File: src/hdl/fncp_pkg.sv
// Shared types and constants of the flat name component parser.
`default_nettype none
package fncp_pkg;

  localparam int LEN_W           = 21;
  localparam int NUM_W           = 16;
  localparam int DB_W            = 2;
  localparam int MAX_DELIM_BYTES = 3;
  localparam int DEF_QUEUE_DEPTH = 4;

  typedef enum logic [1:0] {
    KIND_COMP = 2'd0,
    KIND_DONE = 2'd1,
    KIND_BAD  = 2'd2
  } kind_t;

  // Results that one input byte causes: an optional component report and an
  // optional end-of-name report.
  typedef struct packed {
    logic             comp_valid;
    logic [LEN_W-1:0] comp_len;
    logic [DB_W-1:0]  comp_db;
    logic [NUM_W-1:0] comp_idx;
    logic             end_valid;
    logic             end_bad;
    logic [NUM_W-1:0] end_count;
  } entry_t;

endpackage
`default_nettype wire

File: src/hdl/fncp_front.sv
// Front part: parses each byte and classifies the results it causes.
`default_nettype none
module fncp_front
  import fncp_pkg::*;
(
  input  wire logic       clk,
  input  wire logic       rst,
  input  wire logic       accept,
  input  wire logic [7:0] data_byte,
  input  wire logic       final_byte,
  output logic            push,
  output entry_t          entry
);

  logic             in_data, in_data_next;
  logic [LEN_W-1:0] length_accum, length_accum_next;
  logic [DB_W-1:0]  delim_count, delim_count_next;
  logic [LEN_W-1:0] bytes_left, bytes_left_next;
  logic [NUM_W-1:0] comp_total, comp_total_next;
  logic             error_seen, error_seen_next;

  logic [LEN_W-1:0] accum_or;
  logic [LEN_W-1:0] left_dec;
  logic [DB_W-1:0]  cont_count;
  logic             comp_found;

  always_comb begin
    accum_or          = length_accum | {{(LEN_W-7){1'b0}}, data_byte[6:0]};
    left_dec          = bytes_left - LEN_W'(1);
    cont_count        = delim_count + DB_W'(1);
    comp_found        = 1'b0;
    in_data_next      = in_data;
    length_accum_next = length_accum;
    delim_count_next  = delim_count;
    bytes_left_next   = bytes_left;
    comp_total_next   = comp_total;
    error_seen_next   = error_seen;

    if (!error_seen) begin
      if (!in_data) begin
        if (delim_count == '0 && data_byte == 8'h80) begin
          // A leading 0x80 byte would make the delimiter non-minimal.
          error_seen_next = 1'b1;
        end else if (data_byte[7]) begin
          delim_count_next  = cont_count;
          length_accum_next = {accum_or[LEN_W-8:0], 7'b0};
          if (cont_count >= DB_W'(MAX_DELIM_BYTES) || final_byte) begin
            error_seen_next = 1'b1;
          end
        end else begin
          length_accum_next = '0;
          delim_count_next  = '0;
          if (final_byte && accum_or != '0) begin
            error_seen_next = 1'b1;
          end else begin
            comp_found = 1'b1;
            if (comp_total != '1) begin
              comp_total_next = comp_total + NUM_W'(1);
            end
            if (accum_or != '0) begin
              in_data_next    = 1'b1;
              bytes_left_next = accum_or;
            end
          end
        end
      end else begin
        bytes_left_next = left_dec;
        if (left_dec == '0) begin
          in_data_next = 1'b0;
        end else if (final_byte) begin
          error_seen_next = 1'b1;
        end
      end
    end

    entry.comp_valid = comp_found;
    entry.comp_len   = accum_or;
    entry.comp_db    = cont_count;
    entry.comp_idx   = comp_total;
    entry.end_valid  = final_byte;
    entry.end_bad    = error_seen_next;
    entry.end_count  = comp_total_next;
    push             = accept && (comp_found || final_byte);

    // The last byte of a name leaves the parser ready for the next name.
    if (final_byte) begin
      in_data_next      = 1'b0;
      length_accum_next = '0;
      delim_count_next  = '0;
      bytes_left_next   = '0;
      comp_total_next   = '0;
      error_seen_next   = 1'b0;
    end
  end

  always_ff @(posedge clk) begin
    if (rst) begin
      in_data      <= 1'b0;
      length_accum <= '0;
      delim_count  <= '0;
      bytes_left   <= '0;
      comp_total   <= '0;
      error_seen   <= 1'b0;
    end else if (accept) begin
      in_data      <= in_data_next;
      length_accum <= length_accum_next;
      delim_count  <= delim_count_next;
      bytes_left   <= bytes_left_next;
      comp_total   <= comp_total_next;
      error_seen   <= error_seen_next;
    end
  end

endmodule
`default_nettype wire

File: src/hdl/fncp_queue.sv
// Short first-in first-out queue of result entries between front and back.
`default_nettype none
module fncp_queue
  import fncp_pkg::*;
#(
  parameter int DEPTH = DEF_QUEUE_DEPTH
) (
  input  wire logic   clk,
  input  wire logic   rst,
  input  wire logic   push,
  input  wire entry_t push_entry,
  output logic        full,
  output logic        head_valid,
  output entry_t      head,
  input  wire logic   pop
);

  localparam int PTR_W = (DEPTH > 1) ? $clog2(DEPTH) : 1;
  localparam int CNT_W = $clog2(DEPTH + 1);

  entry_t             slots [DEPTH];
  logic [PTR_W-1:0]   wr_ptr;
  logic [PTR_W-1:0]   rd_ptr;
  logic [CNT_W-1:0]   count;

  assign full       = (count == CNT_W'(DEPTH));
  assign head_valid = (count != '0);
  assign head       = slots[rd_ptr];

  always_ff @(posedge clk) begin
    if (push && !full) begin
      slots[wr_ptr] <= push_entry;
    end
  end

  always_ff @(posedge clk) begin
    if (rst) begin
      wr_ptr <= '0;
      rd_ptr <= '0;
      count  <= '0;
    end else begin
      if (push && !full) begin
        wr_ptr <= (wr_ptr == PTR_W'(DEPTH - 1)) ? '0 : wr_ptr + PTR_W'(1);
      end
      if (pop && head_valid) begin
        rd_ptr <= (rd_ptr == PTR_W'(DEPTH - 1)) ? '0 : rd_ptr + PTR_W'(1);
      end
      case ({push && !full, pop && head_valid})
        2'b10:   count <= count + CNT_W'(1);
        2'b01:   count <= count - CNT_W'(1);
        default: count <= count;
      endcase
    end
  end

endmodule
`default_nettype wire

File: src/hdl/fncp_back.sv
// Back part: turns queued entries into output beats through an output register.
`default_nettype none
module fncp_back
  import fncp_pkg::*;
(
  input  wire logic        clk,
  input  wire logic        rst,
  input  wire logic        head_valid,
  input  wire entry_t      head,
  output logic             pop,
  input  wire logic        out_ready,
  output logic             out_valid,
  output kind_t            out_kind,
  output logic [LEN_W-1:0] out_len,
  output logic [DB_W-1:0]  out_db,
  output logic [NUM_W-1:0] out_num,
  output logic             out_last
);

  // Set once the component beat of the head entry is out and its end beat remains.
  logic phase, phase_next;
  logic load;
  logic send_comp;

  always_comb begin
    load       = head_valid && (!out_valid || out_ready);
    send_comp  = !phase && head.comp_valid;
    pop        = load && !(send_comp && head.end_valid);
    phase_next = phase;
    if (load) begin
      phase_next = send_comp && head.end_valid;
    end
  end

  always_ff @(posedge clk) begin
    if (rst) begin
      phase     <= 1'b0;
      out_valid <= 1'b0;
    end else begin
      phase <= phase_next;
      if (load) begin
        out_valid <= 1'b1;
      end else if (out_ready) begin
        out_valid <= 1'b0;
      end
    end
  end

  always_ff @(posedge clk) begin
    if (load) begin
      if (send_comp) begin
        out_kind <= KIND_COMP;
        out_len  <= head.comp_len;
        out_db   <= head.comp_db;
        out_num  <= head.comp_idx;
        out_last <= !head.end_valid;
      end else begin
        out_kind <= head.end_bad ? KIND_BAD : KIND_DONE;
        out_len  <= '0;
        out_db   <= '0;
        out_num  <= head.end_bad ? '0 : head.end_count;
        out_last <= 1'b1;
      end
    end
  end

endmodule
`default_nettype wire

File: src/hdl/flat_name_component_parser_core.sv
// A byte's result passes through the result queue and then the output register.
// Throughput: one byte per cycle while the queue is not full; a byte that causes two
// results (a component and the end of the name) gives two beats, absorbed by the queue.
// Reset (rst, synchronous, active high) clears the parser state, empties the
// queue, drops m_tvalid and s_tready; the block takes a byte in the cycle after it.
`default_nettype none
module flat_name_component_parser_core
  import fncp_pkg::*;
#(
  parameter int QUEUE_DEPTH = DEF_QUEUE_DEPTH
) (
  input  wire logic        clk,
  input  wire logic        rst,
  input  wire logic        s_tvalid,
  output logic             s_tready,
  input  wire logic [7:0]  s_tdata,  // [7:0] data_byte
  input  wire logic        s_tlast,  // final_byte
  output logic             m_tvalid,
  input  wire logic        m_tready,
  output logic [39:0]      m_tdata,  // [20:0] data_length, [22:21] delim_bytes,
                                     // [38:23] comp_number, [39] zero
  output logic [1:0]       m_tuser,  // [1:0] kind
  output logic             m_tlast   // run_end
);

  logic             accept;
  logic             push;
  entry_t           push_entry;
  logic             full;
  logic             head_valid;
  entry_t           head;
  logic             pop;
  kind_t            out_kind;
  logic [LEN_W-1:0] out_len;
  logic [DB_W-1:0]  out_db;
  logic [NUM_W-1:0] out_num;

  assign s_tready = !rst && !full;
  assign accept   = s_tvalid && s_tready;

  fncp_front u_front (
    .clk        (clk),
    .rst        (rst),
    .accept     (accept),
    .data_byte  (s_tdata),
    .final_byte (s_tlast),
    .push       (push),
    .entry      (push_entry)
  );

  fncp_queue #(
    .DEPTH (QUEUE_DEPTH)
  ) u_queue (
    .clk        (clk),
    .rst        (rst),
    .push       (push),
    .push_entry (push_entry),
    .full       (full),
    .head_valid (head_valid),
    .head       (head),
    .pop        (pop)
  );

  fncp_back u_back (
    .clk        (clk),
    .rst        (rst),
    .head_valid (head_valid),
    .head       (head),
    .pop        (pop),
    .out_ready  (m_tready),
    .out_valid  (m_tvalid),
    .out_kind   (out_kind),
    .out_len    (out_len),
    .out_db     (out_db),
    .out_num    (out_num),
    .out_last   (m_tlast)
  );

  assign m_tdata = {1'b0, out_num, out_db, out_len};
  assign m_tuser = out_kind;

endmodule
`default_nettype wire

File: config.mk
export PLATFORM = sky130hd
export DESIGN_NAME = flat_name_component_parser_core
export DESIGN_NICKNAME = d
export VERILOG_FILES = /design/src/hdl/fncp_pkg.sv /design/src/hdl/fncp_front.sv /design/src/hdl/fncp_queue.sv /design/src/hdl/fncp_back.sv /design/src/hdl/flat_name_component_parser_core.sv
export SDC_FILE = /design/constraint.sdc
export NUM_CORES = 1
export LEC_CHECK = 0
export ABC_AREA = 1
export BUFFER_PORTS_ARGS = -buffer_cell sky130_fd_sc_hd__buf_2
export CAP_MARGIN = 0
export CORE_UTILIZATION = 63
export CTS_CLUSTER_DIAMETER = 100
export CTS_CLUSTER_SIZE = 12
export DETAILED_ROUTE_END_ITERATION = 12
export HOLD_SLACK_MARGIN = 0.08
export PLACE_DENSITY_LB_ADDON = 0.2
export SYNTH_ARGS = -nofsm -noshare
export SYNTH_HDL_FRONTEND = slang
export SYNTH_SLANG_ARGS = --single-unit
File: constraint.sdc
create_clock -name clk -period 8.1 [get_ports clk]
set_input_delay 0.81 -clock clk [delete_from_list [all_inputs] [get_ports clk]]
set_output_delay 0.81 -clock clk [all_outputs]
set_load 0.05 [all_outputs]
==> reports/qor.txt, run 1 <==
row count: 54
Hold Path Stages: 1
area of the multi-input gates: 4110 um^2
synthesized flop and latch total: 340
via count: 9,612
CP max FO: 60
DR DRC count: 5
hold_buf cts: 0
global-route wire length before repair: 48.3 mm
Power Total: 5.13 mW
setup violators final: 0
die area: 23,200 um^2
Max-cap violations: 0
Overall Global Routing Usage: 26.5%
slowest stage cell, crit path: inv_2
Worst Skew: 0.0146 ns
WL final: 30.2 mm
htree depth: 2
Max IR drop VDD: 0.305 mV
die extent in y: 152 um
clk_lat worst skew: 0.51 ns
Synth Instances: 1,283
post-synthesis sequential area ratio: 67.2%
vias in the first global route: 9,175
Post-DRT Antenna Nets: 0
layout cells sized above 1: 11.6%
Pins Over Slew Limit: 0
worst path required time: 8.54 ns
DRT iter0 DRCs: 866
syn avg cell area: 11.1 um^2
async set-reset flop share out of synthesis: 0%
outcome: complete, but fails checks
initial antenna violation count: 0
Synth Flop Type: edfxtp_1
most frequent cell after synthesis: edfxtp_1
Nets: 1,344
Die Span X: 152 um
Slew HR: 20.5%
crit-path cells: inv_2 -> buf_4 -> o21ai_0 -> o22ai_1 -> inv_1 -> nor2_2 -> nand2_1 -> nand2_1 -> inv_2 -> ha_1 -> inv_1 -> fa_1 -> a21oi_1 -> o21ai_0 -> o21ai_0 -> a21oi_1
Tmin final: 3.98 ns
TritonCTS clock tree: yes
unrepaired setup endpoints after global routing: no
Filler Cell Count: 1,460
DR WL/cell: 18.6 um
dominant cell type by area after synthesis: edfxtp_1
Yosys top cell area share: 57.9%
Worst-Margin Slew: 1.19 ns
Post-synth EDFFs: 274
Post-CTS Setup Bufs: 0
CTS resizes: 0
gpl congestion: 0.897
CP Class: reg -> reg
LEAKAGE: 5.65 nW
Synth area leaders: edfxtp_1 (58%), dfxtp_1 (9.3%), nor2_1 (5.8%)
TritonCTS sink count: 340
final worst slack: 4.12 ns
startpoint types: flop
ant diodes: 0
Reg2Reg Depth: 16
Reg clk slew, reported paths: 0.06 ns
Core Box Area: 22,000 um^2
synth cell count leaders: edfxtp_1 (274), nor2_1 (218), nand2_1 (138), o21ai_0 (138), a21oi_1 (90)
worst slack, placed: 4.15 ns
largest net degree at the start of global routing: 75
failing checks: design-rule violations
CP endpoint kind: flop
Slowest Stage Delay on Critical Path: 0.71 ns
WP data arrival: 4.42 ns
post-synthesis cell type count: 53
clk buf depth: 3
HPWL Detailed: 17.5 mm
total gr overflow: 0
Port Buffers: 56
drt pass-1 iters: 9
Fin. Hold Viols: 0
Root Driver: clkbuf_16
Layout area overhead: 10.3%
syn_nets: 1,308
starting density of the core: 64.8%
Syn Std Cell Area: 14,200 um^2
period utilization: 49.1%
CTS Buf Count: 34
Ys Warns: 0
P per Cell Area: 327 nW/um^2
Hold/Removal Path Class: reg -> reg
register area: 9550 um^2
most numerous cell on the critical path: o21ai_0
Vias/cell: 5.92
io pins: 58
Fin Setup TNS: 0 ns
fmax: 0.251 GHz
==> path summary, 6_finish.rpt <==
path	start	to	slack, ns
worst min register to register	u_queue.count[0]$_SDFFE_PP0P_	u_queue.count[0]$_SDFFE_PP0P_	0.45
worst max register to register	flop	u_queue.count[2]$_SDFFE_PP0P_	4.12
worst max-delay path	flop	u_queue.count[2]$_SDFFE_PP0P_	4.12
worst min-delay path	u_queue.count[0]$_SDFFE_PP0P_	u_queue.count[0]$_SDFFE_PP0P_	0.45
==> cell families (layout without fill, tap and decap cells) <==
family	after synthesis	in the layout	synth area share, %
other cells	1	1	0.0264
fa+ha+maj	12	12	1.11
simple gates	442	442	13.5
buf+inv	151	212	4.28
xor+xnor	14	14	0.968
flops	340	340	67.2
compound gates	323	323	13.0
==> worst max-delay path, delay by kind of cell, from the launching register on <==
kind	cells	cell delay [ns]
buffers and inverters	5	1.57
AOI/OAI and AO/OA	6	0.68
adders and majority gates	2	0.37
and+or+nand+nor	3	0.76
DFF	1	0.48
==> metal layers <==
| layer | up-vias | track usage, % | part of all wire [%] |
|---|---|---|---|
| met5 | - | 0 | 0 |
| met4 | 0 | 7.97 | 1.8 |
| met3 | 46 | 4.18 | 8.6 |
| met2 | 400 | 41.8 | 46 |
| met1 | 4569 | 38.4 | 44 |
| li1 | 4597 | - | - |
==> state kept, by name, indices dropped and copies added, names as in the netlist, 3 cells and up, named ones only <==
signal                flops
u_queue.count             3
u_front.bytes_left       21
u_front.comp_total       16
u_back.out_len           21
u_back.out_num           16
u_queue.slots           232
u_front.length_accum     14
==> power by group <==
part           total, mW  internal [mW]  switching (mW)
combinational       1.46          0.359            1.10
clock               1.43          0.810           0.619
sequential          2.24           2.14          0.0960
total               5.13           3.31            1.82
==> stage by stage <==
| stage | hold WS [ns] | util (%) | area [um^2] | instances |
|---|---|---|---|---|
| 5_1_grt | 0.479 | 71.4 | 15700 | 1624 |
| 4_1_cts | 0.450 | 71.4 | 15700 | 1624 |
| 3_3_place_gp | 0.434 | 66.9 | 14700 | 1563 |
| 3_5_place_dp | 0.442 | 66.9 | 14700 | 1563 |
| 6_report | 0.447 | 71.4 | 15700 | 1624 |
| 2_1_floorplan | 0.423 | - | 14200 | 1283 |
==> final cells by class <==
class / count / area share (%)
Clock buffer: 59 / 6.16
Inverter: 83 / 1.99
Sequential cell: 340 / 60.9
Timing Repair Buffer: 68 / 2.36
Multi-Input combinational cell: 792 / 26.2
Clock inverter: 2 / 0.112
Tap cell: 280 / 2.23
==> placed cells by master, fill, tap and decap left out, types with 5 or more instances in the layout <==
master	Yosys	routed
clkbuf_1	47	24
ha_1	11	11
o21ai_0	138	138
nand4_1	11	11
a21oi_1	90	90
nand2_1	138	138
buf_2	12	56
buf_4	5	12
nor3_1	6	6
edfxtp_1	274	274
a22o_1	16	16
dfxtp_1	66	64
nand2_4	5	5
xor2_1	10	10
o22ai_1	33	33
nor2_4	2	6
nor2_2	9	10
a211oi_1	28	28
o211ai_1	7	7
nand3_1	31	31
nor2_1	218	213
inv_1	75	74
inv_2	7	7
clkbuf_16	0	35
Power figures use the tool's default switching activity.
==> run 2: changes to the inputs <==
CORE_UTILIZATION = 61   (was 63)
clock period = 3.7 ns   (was 8.1 ns; I/O delays follow)
==> run 2 against run 1 <==
  * Largest cell class unchanged
  * Critical path depth stayed put
  * Critical path type unchanged
  * Clock power is 120% higher
  * Cell area is 1.0% higher
  * The run now ends clean
==> reports/qor.txt, run 2 (synthesis gave the netlist of run 1 again) <==
LEAKAGE: 5.70 nW
biggest regs: u_queue.slots: 232 flops, u_back.out_len: 21 flops, u_front.bytes_left: 21 flops
CP Class: reg -> reg
fmax: 0.352 GHz
Layout area overhead: 11.4%
Pins Over Slew Limit: 0
via count: 9,547
Nets: 1,351
Slew HR: 19.6%
Buf+Inv Stages, Crit Path: 5
Vias/cell: 5.74
commonest non-fill, non-tap cell in the layout: edfxtp_1
Reg clk slew, reported paths: 0.06 ns
row count: 55
Tmin final: 2.84 ns
Top delay family on crit path: compound AO/OA/AOI/OAI gates
sw power: 3.97 mW
Comb power frac: 28.5%
crit-path cells: clkinv_1 -> buf_4 -> o21ai_0 -> o22ai_1 -> inv_1 -> nor2_1 -> nand2_1 -> nand2_1 -> inv_2 -> ha_1 -> inv_1 -> fa_1 -> a21oi_1 -> o21ai_0 -> o21ai_0 -> a21oi_1
Switching Fraction: 35.1%
DR WL/cell: 18.4 um
TritonCTS clock tree: yes
Core Box Area: 22,800 um^2
layout cells sized above 1: 12.1%
die extent in y: 155 um
HPWL Detailed: 18.2 mm
Worst Skew: 0.0234 ns
initial antenna violation count: 0
Hold/Removal Path Class: in -> reg
die area: 23,900 um^2
gr busiest metal: met2
WL final: 30.6 mm
vias in the first global route: 9,328
most frequent cells in the layout: edfxtp_1 (274), nor2_1 (214), o21ai_0 (138), nand2_1 (138), a21oi_1 (90)
setup violators final: 0
startpoint types: flop
most numerous cell on the critical path: o21ai_0
CP endpoint kind: flop
slowest stage cell, crit path: dfxtp_2
Max IR drop VDD: 0.522 mV
clk buf depth: 3
period utilization: 76.9%
largest net degree at the start of global routing: 67
htree depth: 2
Root Driver: clkbuf_16
gpl congestion: 0.877
Post-CTS Setup Bufs: 0
total gr overflow: 0
Power Total: 11.3 mW
ant diodes: 0
hold_buf cts: 0
CTS resizes: 0
worst reg2reg setup slack: 0.86 ns
P per Cell Area: 713 nW/um^2
unrepaired setup endpoints after global routing: no
worst path required time: 4.10 ns
Post-DRT Antenna Nets: 0
met3 usage: 4.51%
outcome: complete, no violations
Biggest register: u_queue.slots
Global Route met1 Usage: 37.3%
TritonCTS sink count: 340
Slowest Stage Delay on Critical Path: 0.60 ns
Port Buffers: 56
CTS Buf Count: 34
Reg power frac: 43.3%
Fin Setup TNS: 0 ns
Max-cap violations: 0
met2 GRT Util: 42.1%
DRT iter0 DRCs: 982
Die Span X: 155 um
clock group share of total power: 28.2%
DR DRC count: 0
global-route wire length before repair: 48.7 mm
CP max FO: 27
P_int: 7.33 mW
Overall Global Routing Usage: 26.3%
clk_lat worst skew: 0.51 ns
starting density of the core: 62.4%
io pins: 58
drt pass-1 iters: 5
WP data arrival: 3.24 ns
Fin. Hold Viols: 0
max reg flops: 232
Worst-Margin Slew: 1.20 ns
## run 2: layout make-up
cell class                 count  area (um^2)
clock buffer                  59         1010
tap                          313          392
clock inverter                 1         8.76
sequential                   340         9550
inverter                      83          312
fill                        1589         6940
timing repair buffer          75          460
multi-input combinational    792         4110
## run 2: power groups by stage
stage	Sequential (mW)	Combinational [mW]	Clock (mW)
after detailed placement	4.97	3.22	0
after floorplan	5.77	1.59	0
final	4.89	3.22	3.19
after global routing	4.93	3.50	3.37
after global placement	4.96	3.14	0
after CTS	4.89	3.23	3.23
## run 2: routing by layer
metal / part of all wire (%) / wire length (um) / vias to the layer above
li1: - / - / 4610
met3: 7.8 / 2380 / 48
met5: 0 / 0 / -
met4: 1.8 / 548 / 0
met2: 47 / 14400 / 364
met1: 44 / 13300 / 4525
## run 2: metrics by stage
step	hold WS, ns	instances	util [%]	worst slack (ns)	instance area, um^2
global placement	0.436	1603	65.1	0.939	14800
CTS	0.175	1663	69.5	0.855	15800
floorplan	0.423	1283	-	-0.196	14200
global route	0.187	1663	69.5	0.563	15800
detailed placement	0.441	1603	65.1	0.862	14800
finish	0.187	1663	69.5	0.856	15800
## run 2: worst paths after layout
| path | start | end | cells after the start |
|---|---|---|---|
| max reg2reg | flop | u_queue.count[2]$_SDFFE_PP0P_ | 16 |
| min | s_tdata[2] | u_queue.slots[2][38]$_DFFE_PP_ | 1 |
| min reg2reg | u_queue.count[0]$_SDFFE_PP0P_ | u_queue.count[0]$_SDFFE_PP0P_ | 1 |
| max | flop | u_queue.count[2]$_SDFFE_PP0P_ | 16 |
